`src/hdl/lpsrm_pkg.sv`:
```
// ----------------------------------------------------------------------------
// lpsrm_pkg
// Shared types and constants for the lidar packet sector range map.
// ----------------------------------------------------------------------------
package lpsrm_pkg;

  // Default bin count of the range map, one bin per degree
  localparam int ANGLE_BINS_DEF = 360;

  // Field widths
  localparam int ANGLE_W  = 9;
  localparam int DIST_W   = 16;
  localparam int TS_W     = 32;
  localparam int RESULT_W = 19;
  localparam int CFG_IDX_W  = 1;
  localparam int CFG_DATA_W = 16;
  localparam int PKT_POS_W  = 3;

  // Distance reported for a bin that has gone stale (99.9 m in quarter mm)
  localparam logic [RESULT_W-1:0] STALE_DISTANCE = RESULT_W'(399600);

  // Command codes
  localparam logic CMD_BYTE  = 1'b0;
  localparam logic CMD_QUERY = 1'b1;

  // Register indexes
  localparam logic [CFG_IDX_W-1:0] REG_STALE_WINDOW = CFG_IDX_W'(0);
  localparam logic [CFG_IDX_W-1:0] REG_MAX_RANGE    = CFG_IDX_W'(1);

  // Register reset values
  localparam logic [CFG_DATA_W-1:0] STALE_WINDOW_RST = CFG_DATA_W'(500);
  localparam logic [CFG_DATA_W-1:0] MAX_RANGE_RST    = CFG_DATA_W'(48000);

  // Last byte position of a measurement packet
  localparam logic [PKT_POS_W-1:0] PKT_LAST_POS = PKT_POS_W'(4);

  // One bin of the range map
  typedef struct packed {
    logic [DIST_W-1:0] distance;
    logic [TS_W-1:0]   ts;
  } bin_entry_t;

  // Write request into the bin memory
  typedef struct packed {
    logic              we;
    logic [ANGLE_W-1:0] addr;
    bin_entry_t        data;
  } bin_wr_t;

  // Read request into the bin memory
  typedef struct packed {
    logic              re;
    logic [ANGLE_W-1:0] addr;
  } bin_rd_t;

endpackage

```
`src/hdl/lpsrm_pkt_asm.sv`:
```
// ----------------------------------------------------------------------------
// lpsrm_pkt_asm
// Packet assembler: hunts for sync, gathers five bytes, checks the packet
// and issues the bin write for an accepted measurement.
// ----------------------------------------------------------------------------
module lpsrm_pkt_asm
  import lpsrm_pkg::*;
#(
  parameter int ANGLE_BINS = ANGLE_BINS_DEF
) (
  input  logic                  clk,
  input  logic                  rst_n,
  input  logic                  byte_stb,
  input  logic [7:0]            byte_value,
  input  logic [TS_W-1:0]       now_ms,
  input  logic [CFG_DATA_W-1:0] max_range_raw,
  output bin_wr_t               wr
);

  logic [7:0]           pkt_byte_r [4];
  logic [PKT_POS_W-1:0] pos_r;
  logic [PKT_POS_W-1:0] pos_nxt;
  logic [ANGLE_W-1:0]   angle;
  logic [DIST_W-1:0]    raw_dist;
  logic                 pkt_ok;

  // Angle bin is the upper nine bits of the 16-bit angle word
  assign angle    = {pkt_byte_r[2], pkt_byte_r[1][7]};
  assign raw_dist = {byte_value, pkt_byte_r[3]};

  always_comb begin
    pkt_ok = (pkt_byte_r[0][0] != pkt_byte_r[0][1])
          && (pkt_byte_r[0][7:2] != 6'd0)
          && (angle < ANGLE_W'(ANGLE_BINS))
          && (raw_dist != '0)
          && (raw_dist <= max_range_raw);
  end

  always_comb begin
    pos_nxt = pos_r;
    if (byte_stb) begin
      if (pos_r == '0) begin
        if (byte_value[0]) begin
          pos_nxt = PKT_POS_W'(1);
        end
      end else if (pos_r == PKT_LAST_POS) begin
        pos_nxt = '0;
      end else begin
        pos_nxt = pos_r + PKT_POS_W'(1);
      end
    end
  end

  always_ff @(posedge clk) begin
    if (!rst_n) begin
      pos_r <= '0;
      for (int i = 0; i < 4; i++) begin
        pkt_byte_r[i] <= '0;
      end
    end else begin
      pos_r <= pos_nxt;
      if (byte_stb && (pos_r != PKT_LAST_POS) && ((pos_r != '0) || byte_value[0])) begin
        pkt_byte_r[pos_r[1:0]] <= byte_value;
      end
    end
  end

  assign wr.we            = byte_stb && (pos_r == PKT_LAST_POS) && pkt_ok;
  assign wr.addr          = angle;
  assign wr.data.distance = raw_dist;
  assign wr.data.ts       = now_ms;

endmodule

```
`config.mk`:
```
export PLATFORM = sky130hd
export DESIGN_NAME = lpsrm_pkt_asm
export DESIGN_NICKNAME = d
export VERILOG_FILES = /design/src/hdl/lpsrm_pkg.sv /design/src/hdl/lpsrm_pkt_asm.sv
export SDC_FILE = /design/constraint.sdc
export NUM_CORES = 1
export LEC_CHECK = 0
export BUFFER_PORTS_ARGS = -buffer_cell sky130_fd_sc_hd__clkbuf_2
export CAP_MARGIN = 20
export CORE_MARGIN = 2
export CORE_UTILIZATION = 49
export CTS_BUF_LIST = sky130_fd_sc_hd__clkbuf_8
export DETAILED_ROUTE_END_ITERATION = 7
export PLACE_DENSITY_LB_ADDON = 0.15
export REMOVE_ABC_BUFFERS = 1
export SYNTH_ARGS = -nofsm -noshare
export SYNTH_HDL_FRONTEND = slang
export SYNTH_SLANG_ARGS = --single-unit
```
`constraint.sdc`:
```
create_clock -name clk -period 5 [get_ports clk]
set_clock_uncertainty 0.15 [all_clocks]
set_input_delay 0 -clock clk [delete_from_list [all_inputs] [get_ports clk]]
set_output_delay 0 -clock clk [all_outputs]
set_load 0.02 [all_outputs]
```
Word level (Yosys, flattened, before mapping)
Memories as Yosys holds them, arrays and structs flattened.
Cells that the tools add are included.
Widths: inputs -> output; s select.

operators by class
  $lt $le $gt $ge = 2
  eq/ne operators = 4
  muxes and demuxes = 10
  add/sub/neg operators = 1
  reductions and logical operators = 15

operators with widths
  operator             count
  $le 16x16->1         1
  $reduce_bool 16->1   1
  $lt 9x9->1 const B   1
  $mux 3               3
  $logic_and 1x1->1    8
  $mux 8               1
  $reduce_or 8->1      1
  $reduce_bool 6->1    1
  $mux 1               5
  $add 3x1->3 const B  1
  $eq 3x3->1 const B   1
  $logic_not 3->1      1
  $ne 3x3->1 const B   1
  $reduce_bool 3->1    1
  $mux 2               1
  $ne 2x2->1 const B   1
  $reduce_and 2->1     1
  $logic_or 1x1->1     1
  $ne 1x1->1           1

storage, ports and cells
  memories = 1
  input port bits = 59
  flip-flop bits (word level) = 3
  bits in writable memories = 32
  word-level logic and storage cells = 34

memories
  name        words  bits a word  read ports  clocked after memory_dff  write ports  RTL line             source
  pkt_byte_r  4      8            4           0                         4            lpsrm_pkt_asm.sv:20  logic [7:0] pkt_byte_r [4];

Logic depth before layout (Yosys ltp)
  depth after elaboration = 8
  depth in mapped cells = 7
  mapped depth without buffers = 7

Worst setup path before layout
No wires, ideal clock.

  path kind = reg2reg
  from = register pos_r[0]
  to = memory pkt_byte_r[3][0], enable pin
  path buffers = 0
  data arrival time = 1624 ps
  slack = 2840 ps
  stages on the path, launching flop included = 5
  required time = 4463 ps
  cells stage by stage = dfxtp_1 -> inv_1 -> ha_1 -> a21bo_2 -> o31ai_1

RTL lines
  what                      RTL line             source
  start: declaration        lpsrm_pkt_asm.sv:21  logic [PKT_POS_W-1:0] pos_r;
  start signal: assignment  lpsrm_pkt_asm.sv:61  pos_r <= pos_nxt;
  end: declaration          lpsrm_pkt_asm.sv:20

==> results.py <==
metrics = {
    "outcome": {
        "status": "finished clean",
    },
    "yosys": {
        "synthSimpleGateAreaFrac_pct": 19.1,
        "ys_ff_latch": 28,
        "syn_inst": 190,
        "synth_xor_area_share_pct": 0.441,
        "avgSynthCellArea_um2": 10.5,
        "synthAdderAreaFrac_pct": 11.3,
        "synth_cell_type_count": 33,
        "seq_area_frac_synth_pct": 40.8,
        "synth_compound_area_share_pct": 8.00,
        "muxShareOfSynthArea_pct": 0.504,
        "synth_top_family_by_area": "buffers and inverters",
        "netlist_area_mm2": 0.00199,
        "yosysWarningCount": 0,
    },
    "place": {
        "place_ws_ns": 2.51,
        "gp_congestion": 0.764,
        "dp_cells": 249,
        "portBuffers": 52,
        "hpwl_um": 4110,
    },
    "global_route": {
        "grt_max_degree": 17,
        "antenna_found_initial": 0,
        "grt_pass1_vias": 1473,
        "track_usage_pct": 24.2,
        "grt_pass1_wl_um": 7820,
        "grt_overflow": 0,
    },
    "power_and_ir_drop": {
        "ir_drop_mv": 0.163,
        "p_leak_nw": 1.15,
        "powerDensity_mw_per_mm2": 228,
    },
    "routing": {
        "vias": 1540,
        "drc_errors": 0,
        "drtPass1Iterations": 4,
        "antenna_left": 0,
        "wire_per_inst_um": 19.1,
        "drtIter0Drc": 94,
        "via_per_inst": 5.33,
        "routed_wl_um": 5530,
    },
    "layout": {
        "layout_commonest_cell": "clkbuf_2",
        "nFillCells": 336,
        "diodes": 0,
        "final_cells": 289,
        "multi_input_area_um2": 782,
        "area_growth_pct": 20.0,
        "drive_above_1_share_pct": 34.3,
        "fin_util_pct": 60.5,
        "mostFrequentLayoutCells": "clkbuf_2, dlygate4sd3_1, edfxtp_1",
        "fin_nets": 317,
        "regArea_um2": 811,
    },
    "clocking": {
        "root_buffer": "clkbuf_8",
        "clkTransAtPathRegs_ns": 0.10,
        "cts_sinks": 28,
        "postCtsSetupBuffers": 0,
        "cts_htree_levels": 1,
        "clk_latency_ns": 0.27,
        "cts_buffer_depth": 2,
        "cts_made_buffers": 3,
        "cts_hold_buf": 35,
        "cts_tree": "done",
        "ctsResizeCount": 0,
    },
    "floorplan": {
        "die-area_mm2": 0.00458,
        "io_pins": 117,
        "num_rows": 23,
        "core_mm2": 0.00394,
        "die_x_um": 67.7,
        "dieHeight_um": 67.7,
        "initial_core_util_pct": 50.4,
    },
    "sta": {
        "hold_ws_ns": 0.00402,
        "fin_setup_tns_ns": 0,
        "finalWorstPathRequiredPeriod_ns": 2.41,
        "max_freq_ghz": 0.414,
        "rsz0062_at_grt": "no",
        "maxSlewViolCount": 0,
        "max-slew-margin-rel_pct": 56.5,
        "finalSetupViolCount": 0,
        "period_share_pct": 48.3,
        "setup_ws_ns": 2.59,
        "hold_viol": 0,
        "tightest_slew_ns": 0.647,
    },
    "worst_setup_path": {
        "reg2reg_slack_ns": 2.62,
        "rr_endpoint": "pkt_byte_r[2][4]",
        "path_class": "flip-flop to output port",
        "r2r-start": "pos_r[0]",
        "required_ns": 4.85,
        "cp_max_fo": 3,
        "ff2ff_path_depth": 6,
        "cp-end-kind": "output port",
        "arrival_ns": 2.26,
        "start_kind": "flip-flop",
    },
    "worst_hold_path": {
        "hold_end": "pkt_byte_r[0][4]",
        "holdPathStages": 2,
        "holdCritStartpoint": "byte_value[4]",
        "holdCritPathClass": "primary input to flip-flop",
    },
    "flow_run": {
        "timing.max_cap.violations": 0,
    },
}
[flip-flops by register name (all words and copies together), names as in the netlist]
signal	flops
pkt_byte_r	25
pos_r	3
[per-stage QoR]
step                instance area (um^2)  power, mW
floorplan                           1660      0.336
global placement                    1980      0.376
detailed placement                  1980      0.382
CTS                                 2380      0.543
global route                        2380      0.566
finish                              2380      0.544
[metal layers]
layer,GRT usage [%],part of all wire (%)
met5,0,0
met3,5.50,8.0
met4,8.42,1.9
met2,37.9,46
met1,32.7,44
[where the power goes]
group | switching [mW] | leakage [nW] | total, mW | internal (mW)
Combinational | 0.0873 | 0.845 | 0.145 | 0.0579
Sequential | 0.00771 | 0.284 | 0.277 | 0.269
Clock | 0.0672 | 0.0231 | 0.122 | 0.0550
[layout make-up]
class                   instances  area share, %
repair buffers                 88           25.8
clock inverters                 1          0.157
inverters                      18           2.83
clock buffers                   3           1.73
multi-input cells             101           32.8
flip-flops and latches         28           34.0
well taps                      50           2.62
[worst max-delay path, cell delays in order, from the launching register on]
cell and delay [ns]:
edfxtp_1 0.46, ha_1 0.31, nor2b_1 0.13, o211ai_1 0.16, a2111oi_0 0.11, or4b_1 0.48
a21oi_1 0.15, clkbuf_2 0.19
[Yosys cell counts (all sizes together)]
cell	n	share of area [%]
a21oi	9	2.3
inv	18	3.4
o31ai	1	0.38
o211a	1	0.50
buf	42	16
or4b	1	0.50
nand4	6	1.9
nor2b	4	1.3
ha	18	11
o211ai	1	0.38
a21boi	1	0.94
or4	1	0.38
a32oi	1	0.44
xor2	1	0.44
a21bo	1	0.50
dfxtp	3	3.0
edfxtp	25	38
nand2b	4	1.3
nor2	2	0.38
nor4	5	1.6
mux2i	1	0.50
clkbuf	1	0.19
and3	10	3.7
a2111oi	1	0.44
o21ai	4	1.0
a211oi	1	0.38
a21o	2	0.76
and2	17	6.4
nand2	3	0.57
nand3	5	1.3
[cell families after synthesis]
| logic type | count (synthesis) |
|---|---|
| simple gates | 58 |
| fa+ha+maj | 18 |
| buf+inv | 61 |
| xor+xnor | 1 |
| flops | 28 |
| mux | 1 |
| compound gates | 23 |
[worst max-delay path by stage]
stage                           from          endpoint  slack [ns]
floorplan                   pos_r[0]  pkt_byte_r[3][0]        2.84
global placement            pos_r[0]  pkt_byte_r[3][5]        2.64
detailed placement          pos_r[0]  pkt_byte_r[3][7]        2.51
CTS                         pos_r[0]  pkt_byte_r[3][7]        2.50
global route                pos_r[0]  pkt_byte_r[2][4]        2.48
finish              pkt_byte_r[3][1]            wr[57]        2.59
Note: power is estimated with default switching activity, not from simulation.
